[src/rtl/rlba_pkg.sv]
// ----------------------------------------------------------------------------
// rlba_pkg: shared types and codes of the run-list block allocator
// Beat layouts of the request and result channels and their field codes.
// ----------------------------------------------------------------------------
`default_nettype none

package rlba_pkg;

  localparam int CORE_W  = 2;
  localparam int COUNT_W = 7;
  localparam int BLOCK_W = 10;

  typedef enum logic {
    KIND_ALLOC = 1'b0,
    KIND_FREE  = 1'b1
  } kind_t;

  typedef enum logic [1:0] {
    STATUS_OK    = 2'd0,
    STATUS_SHORT = 2'd1,
    STATUS_FULL  = 2'd2
  } status_t;

  typedef struct packed {
    kind_t               kind;
    logic [CORE_W-1:0]   core;
    logic [COUNT_W-1:0]  count;
    logic [BLOCK_W-1:0]  freed_block;
  } req_t;

  typedef struct packed {
    logic [BLOCK_W-1:0]  block_index;
    status_t             status;
    logic                last;
  } rsp_t;

endpackage

`default_nettype wire

[src/rtl/rlba_idx_reduce.sv]
// ----------------------------------------------------------------------------
// rlba_idx_reduce: freed block index reduction
// Reduces a returned block index modulo the pool size with a reciprocal
// multiply and one correcting subtraction, staged through the x, q and result
// registers, and pulses done with the result, which is held until the next start.
// ----------------------------------------------------------------------------
`default_nettype none

module rlba_idx_reduce #(
  parameter int BLOCKS_PER_CORE = 1024
) (
  input  wire logic                                  clk,
  input  wire logic                                  rst,
  input  wire logic                                  start,
  input  wire logic [rlba_pkg::BLOCK_W-1:0]          value,
  output logic                                       done,
  output logic      [$clog2(BLOCKS_PER_CORE)-1:0]    result
);

  localparam int BW = rlba_pkg::BLOCK_W;
  localparam int IW = $clog2(BLOCKS_PER_CORE);
  localparam int SH = 2 * BW;
  localparam int PW = BW + SH;
  localparam int RW = BW + 18;
  localparam logic [SH-1:0] RECIP = SH'((1 << SH) / BLOCKS_PER_CORE);

  logic [BW-1:0] x;
  logic [BW-1:0] q;
  logic          x_valid;
  logic          q_valid;
  logic [PW-1:0] prod;
  logic [RW-1:0] rem_raw;
  logic [RW-1:0] rem_fix;

  // The quotient estimate is exact or one short, so one subtraction corrects it.
  assign prod    = {{BW{1'b0}}, RECIP} * {{SH{1'b0}}, x};
  assign rem_raw = {{(RW-BW){1'b0}}, x}
                 - ({{(RW-BW){1'b0}}, q} * RW'(BLOCKS_PER_CORE));
  assign rem_fix = (rem_raw >= RW'(BLOCKS_PER_CORE)) ? rem_raw - RW'(BLOCKS_PER_CORE)
                                                     : rem_raw;

  always_ff @(posedge clk) begin
    if (rst) begin
      x_valid <= 1'b0;
      q_valid <= 1'b0;
      done    <= 1'b0;
    end else begin
      x_valid <= start;
      q_valid <= x_valid;
      done    <= q_valid;
    end
  end

  always_ff @(posedge clk) begin
    if (start) begin
      x <= value;
    end
    if (x_valid) begin
      q <= prod[PW-1:SH];
    end
    if (q_valid) begin
      result <= rem_fix[IW-1:0];
    end
  end

endmodule

`default_nettype wire

[config.mk]
export PLATFORM = sky130hd
export DESIGN_NAME = rlba_idx_reduce
export DESIGN_NICKNAME = d
export VERILOG_FILES = /design/src/rtl/rlba_pkg.sv /design/src/rtl/rlba_idx_reduce.sv
export SDC_FILE = /design/constraint.sdc
export NUM_CORES = 1
export LEC_CHECK = 0
export BUFFER_PORTS_ARGS = -buffer_cell sky130_fd_sc_hd__buf_4
export CELL_PAD_IN_SITES_DETAIL_PLACEMENT = 2
export CELL_PAD_IN_SITES_GLOBAL_PLACEMENT = 2
export CORE_MARGIN = 10
export CORE_UTILIZATION = 33
export CTS_CLUSTER_DIAMETER = 60
export DETAILED_ROUTE_END_ITERATION = 7
export GPL_ROUTABILITY_DRIVEN = 0
export PLACE_DENSITY_LB_ADDON = 0.1
export SLEW_MARGIN = 5
export SYNTH_ARGS = -nofsm -noshare
export SYNTH_HDL_FRONTEND = slang
export SYNTH_SLANG_ARGS = --single-unit
[constraint.sdc]
create_clock -name clk -period 1.3 [get_ports clk]
set_clock_uncertainty 0.05 [all_clocks]
set_input_delay 0.065 -clock clk [delete_from_list [all_inputs] [get_ports clk]]
set_output_delay 0.065 -clock clk [all_outputs]
set_load 0.02 [all_outputs]
Word-level counts from Yosys, hierarchy flattened:

Cells that the tools add are included.
Widths: inputs -> output; s select.

* register bits: 23
* input port bits: 13
* output and inout port bits: 11
* word-level logic and storage cells: 8

* $add $sub $neg: 1
* $lt $le $gt $ge: 1
* muxes and demuxes: 1

Operator list (count)
* $ge 10x11->1 const B: 1
* $mux 10: 1
* $sub 10x1->10 const B: 1

Depth between registers and ports, before layout:

Gate-level depths: netlist of run 1.

* depth after elaboration: 2
* mapped depth: 1

Least setup slack after synthesis of run 1:

Ideal clock, no wire load.

* kind: reg-to-reg
* start: reg q_valid
* end: reg result[0], enable pin
* library setup time: 343 ps
* arrival time: 495 ps
* data required time: 907 ps
* path slack: 411 ps
* cell stages (with the launch flop): 1
* buffers on the path: 0
* cells stage by stage: dfxtp_1

RTL lines
* start: declaration: RTL line rlba_idx_reduce.sv:30 `logic q_valid;`
* start signal: assignment: RTL line rlba_idx_reduce.sv:49 `q_valid <= x_valid;`
* end signal: assignment: RTL line rlba_idx_reduce.sv:62 `result <= rem_fix[IW-1:0];`
* end: declaration: RTL line rlba_idx_reduce.sv:17 `output logic [$clog2(BLOCKS_PER_CORE)-1:0] result`

No word-level cell between the ends.

Final worst setup path of run 1:

* start: reg q_valid
* end: reg result[7], enable pin

No word-level cell between the ends.

==> results of run 1 <==
-- registers in the layout, indices dropped and copies added, names as in the netlist --
| name | flops |
|---|---|
| result | 10 |
| x | 10 |
| done | 1 |
| q_valid | 1 |
| x_valid | 1 |
-- layout make-up --
| type | instances | share of cell area |
|---|---|---|
| Clock buffer | 3 | 0.0220 |
| Clock inverter | 1 | 0.00489 |
| Timing Repair Buffer | 34 | 0.276 |
| Tap cell | 27 | 0.0330 |
| Multi-Input combinational cell | 3 | 0.0183 |
| Sequential cell | 23 | 0.645 |
-- synthesized netlist by cell type --
| cell | instances |
|---|---|
| dfxtp_1 | 3 |
| nor2b_1 | 3 |
| edfxtp_1 | 20 |
-- final timing paths --
check                                  to  slack, ps  cells past startpoint    start
worst max-delay path            result[7]        270                      0  q_valid
worst min-delay path                 x[6]         10                      1    start
worst max register to register  result[7]        270                      0  q_valid
worst min register to register  result[0]        380                      0     x[0]
-- layer usage --
layer	wire length, um	part of all wire	track usage	vias up
met3	114	0.082	0.0390	0
met4	0	0	0.0321	0
met5	0	0	0	-
met2	842	0.60	0.128	13
li1	-	-	-	173
met1	436	0.31	0.0602	176
-- where the power goes --
part / internal (mW) / total, mW / switching (mW)
clock network: 0.115 / 0.314 / 0.200
logic: 0.0580 / 0.0936 / 0.0357
registers: 0.847 / 0.861 / 0.0143
-- kinds of logic (layout without fill, tap and decap cells) --
group | after synthesis | after routing | synth area share
flip-flops | 23 | 23 | 0.972
AND/OR/NAND/NOR | 3 | 3 | 0.0276
buffers and inverters | 0 | 38 | 0
-- repair_timing --
action	CTS	global route
hold buffers	11	0
hold endpoints to repair	13	0
buffers inserted	0	0
==> results.toml, run 1 <==
[status]
status = "finished clean"

[route]
drcViolationCount = 0
vias = 362
ant_nets = 0
viasPerCell = 3.98
routed_wl_um = 1390
drt-initial-drc-count = 8
wl_per_cell_um = 15.3
drtPass1Iterations = 2

[synthesis]
synth_area_leader_cell = "edfxtp_1"
synth-seq-cells = 23
avgSynthCellArea_sq_um = 26.1
synth.top_cells.by_area = "edfxtp_1 (88%), dfxtp_1 (8.8%), nor2b_1 (2.8%)"
ys_seq_area_frac = 0.972
yosys_warnings = 0
synth.distinct_cells = 3
synthesis.nets = 39
synthCells = 26
mappedNetlistArea_sq_um = 679
synth.top_cell.area_share = 0.884

[power_and_ir_drop]
powerDensity_nw_per_um2 = 1240
ir_worst_vdd_uv = 701
leakage_nw = 0.396
p_total_mw = 1.27

[clock_network]
clockBufferDepth = 2
cts_made_buffers = 3
cts_root_buf = "clkbuf_4"
clk_pin_slew_ps = 120
clk-insertion-delay-late_ps = 300
cts_resized = 0
cts_tree = "done"
htree_levels = 1
cts_sinks = 23

[layout]
syn_to_final_growth_pct = 50.6
final_cell_mix = "buf_4 (23), edfxtp_1 (20), dlygate4sd3_1 (11)"
drive_gt1_frac = 0.422
diodes = 0
regArea_sq_um = 661
nets = 78
fin_cells = 91
final_common_cell = "buf_4"
postLayoutCellArea_sq_um = 1020
fillCellCount = 191
fin_util = 0.522
multi_input_area_sq_um = 18.8

[timing]
finalSetupViolCount = 0
worst_slack_ps = 266
worst_pin_slew_ps = 473
fin_crit_sh = 0.796
period_needed_ps = 1030
rsz0062_at_grt = "no"
drv_slew = 0
timing.hold.ws_ps = 10.5
max_slew_margin = 0.684
setup_tns_ps = 0
max_freq_ghz = 0.967
finalHoldViolations = 0

[placement]
place_ws_ps = 267
dp_cells = 76
portBuffers = 23
placed_area_sq_um = 886

[die]
core_area_sq_um = 1960
die_w_um = 65.4
rows = 16
io_pins = 24
die-area_sq_um = 4270
die_height_um = 65.4
start_util = 0.346

[global_routing]
grt_usage = 0.0699
grt_pass1_vias = 421
antenna_found_initial = 0
grt_pass1_wl_um = 2170
grt_max_degree = 14
gr-total-overflow = 0

[worst_setup_path]
startpoint_type = "flip-flop"
crit_required_ps = 1210
arrival_ps = 940
cp_max_fo = 11
worstSetupEndpointType = "flip-flop"
worstSetupPathType = "reg2reg"

[worst_hold_path]
hp-class = "in2reg"

[flow_run]
drv_cap = 0
No activity file was read; power rests on OpenSTA's default activity.
==> run 2: changes to the inputs <==
--- a/config.mk
+++ b/config.mk
@@ -5,11 +5,12 @@
 export SDC_FILE = /design/constraint.sdc
 export NUM_CORES = 1
 export LEC_CHECK = 0
+export ABC_AREA = 1
 export BUFFER_PORTS_ARGS = -buffer_cell sky130_fd_sc_hd__buf_4
 export CELL_PAD_IN_SITES_DETAIL_PLACEMENT = 2
 export CELL_PAD_IN_SITES_GLOBAL_PLACEMENT = 2
 export CORE_MARGIN = 10
-export CORE_UTILIZATION = 33
+export CORE_UTILIZATION = 29
 export CTS_CLUSTER_DIAMETER = 60
 export DETAILED_ROUTE_END_ITERATION = 7
 export GPL_ROUTABILITY_DRIVEN = 0
==> constraint.sdc (replaced) <==
create_clock -name clk -period 0.87 [get_ports clk]
set_clock_uncertainty 0.05 [all_clocks]
set_input_delay 0.0435 -clock clk [delete_from_list [all_inputs] [get_ports clk]]
set_output_delay 0.0435 -clock clk [all_outputs]
set_load 0.02 [all_outputs]
==> run 2 against run 1 <==
- core utilization is 3.7 points lower
- critical endpoint is now result[9]
- area after synthesis increased by 0.55%
- sequential share of layout area is 3.1 points lower
- combinational power grew 63%
- sequential power up 50%
- synthesized cell count grew 12%
- highest routed layer is now met4
- non-clock buffer count grew 1
- register-to-register slack got worse by 180 ps
- the run now ends with setup timing left
- routed wire length up 1.1%
==> results.toml, run 2 <==
[placement]
portBuffers = 23
place_ws_ps = 22.8
dp_cells = 80
placed_area_sq_um = 892

[die]
core_area_sq_um = 2230
die_w_um = 68.5
io_pins = 24
die-area_sq_um = 4700
start_util = 0.306
die_height_um = 68.5
rows = 17

[synthesis]
synth_area_leader_cell = "edfxtp_1"
yosys_warnings = 0
synth.top_cells.by_count = "edfxtp_1 (20), dfxtp_1 (3), inv_1 (3), nor2_1 (3)"
synth-seq-cells = 23
ys_seq_area_frac = 0.967
ys.flop_type = "edfxtp_1"
mappedNetlistArea_sq_um = 683
synth.most_common_cell = "edfxtp_1"
synth.distinct_cells = 4
synthesis.nets = 42
avgSynthCellArea_sq_um = 23.6
synth.top_cell.area_share = 0.879
synthArstFlopShare = 0
synthCells = 29
synth_edf_count = 20
synth.top_cells.by_area = "edfxtp_1 (88%), dfxtp_1 (8.8%), inv_1 (1.6%)"

[worst_setup_path]
worstSetupEndpointType = "output port"
crit_buf_inv = 1
arrival_ps = 860
crit_slowest_cell = "edfxtp_1"
slowest_delay_ps = 410
worstSetupPathType = "reg2out"
startpoint_type = "flip-flop"
cp.depth = 1
cp_max_fo = 1
crit_required_ps = 780
worstRegToRegCells = 0
critical-path-top-delay-family = "flip-flops"
path_cells = "buf_6"

[timing]
setup_tns_ps = -713
worst_slack_ps = -85.3
finalSetupViolCount = 10
finalHoldViolations = 0
rsz0062_at_grt = "yes"
max_freq_ghz = 1.05
period_needed_ps = 955
max_slew_margin = 0.898
drv_slew = 0
fin_crit_sh = 1.10
worst_pin_slew_ps = 153

[layout]
fillCellCount = 217
drive_gt1_frac = 0.412
syn_to_final_growth_pct = 58.6
final_cell_mix = "edfxtp_1 (20), dlygate4sd3_1 (12), buf_4 (12)"
postLayoutCellArea_sq_um = 1080
diodes = 0
nets = 82
final_common_cell = "edfxtp_1"
fin_cells = 96
top_regs = "result: 10 flops, x: 10 flops"

[clock_network]
clk-insertion-delay-late_ps = 300
cts_sinks = 23
clockBufferDepth = 2
cts_made_buffers = 3
cts_tree = "done"
htree_levels = 1
cts_root_buf = "clkbuf_4"
clk_pin_slew_ps = 110

[global_routing]
grt_max_degree = 13
grt_pass1_vias = 480
grt_usage = 0.0618
gr-total-overflow = 0
antenna_found_initial = 0
grt_pass1_wl_um = 2110

[status]
violations = "setup timing"
status = "finished with violations"

[route]
viasPerCell = 4.11
drcViolationCount = 0
vias = 395
drt-initial-drc-count = 3
drtPass1Iterations = 4
ant_nets = 0
routed_wl_um = 1410
wl_per_cell_um = 14.7

[power_and_ir_drop]
powerDensity_nw_per_um2 = 1770
p_total_mw = 1.91
leakage_nw = 0.421
ir_worst_vdd_uv = 933

[flow_run]
drv_cap = 0

[worst_hold_path]
hp-class = "reg2reg"
hold_depth = 2
[run 2: cell type report]
cell class | instances | area, sq um | area share
timing repair buffer | 35 | 334 | 0.308
multi-input combinational | 3 | 11.3 | 0.0104
tap | 28 | 35.0 | 0.0323
inverter | 3 | 11.3 | 0.0104
sequential | 23 | 666 | 0.614
clock buffer | 4 | 26.3 | 0.0242
[run 2: what timing repair did]
item	CTS	global route
resized for setup	12	1
hold buffers	12	0
endpoints found under the setup margin	11	16
buffers inserted	0	0
endpoints found under the hold margin	19	0
[run 2: kinds of logic after synthesis]
kind of cell | count (synthesis) | share of synthesized area
flip-flops | 23 | 0.967
AND/OR/NAND/NOR | 3 | 0.0165
buffers and inverters | 3 | 0.0165
[run 2: metrics by stage]
stage                util  hold slack [ps]
finish              0.485              378
global placement    0.399              158
floorplan               -             57.3
global route        0.485              378
CTS                 0.484              369
detailed placement  0.399              168
[run 2: power by group]
group / leakage [nW] / internal [mW] / switching, mW
combinational: 0.190 / 0.0976 / 0.0558
sequential: 0.216 / 1.26 / 0.0238
clock: 0.0150 / 0.179 / 0.293
total: 0.421 / 1.54 / 0.372
[run 2: path summary, 6_finish.rpt]
check	startpoint	to	slack [ps]
hold reg to reg	x_valid	q_valid	380
hold / removal	x_valid	q_valid	380
setup reg to reg	q_valid	result[8]	90
setup / recovery	result[9]	result[9]	-90
[run 2: layer usage]
layer	GRT usage	up-vias	part of all wire
met3	0.0242	2	0.077
met5	0	-	0
met2	0.122	15	0.60
li1	-	183	-
met1	0.0512	195	0.32
met4	0.0302	0	0.0036
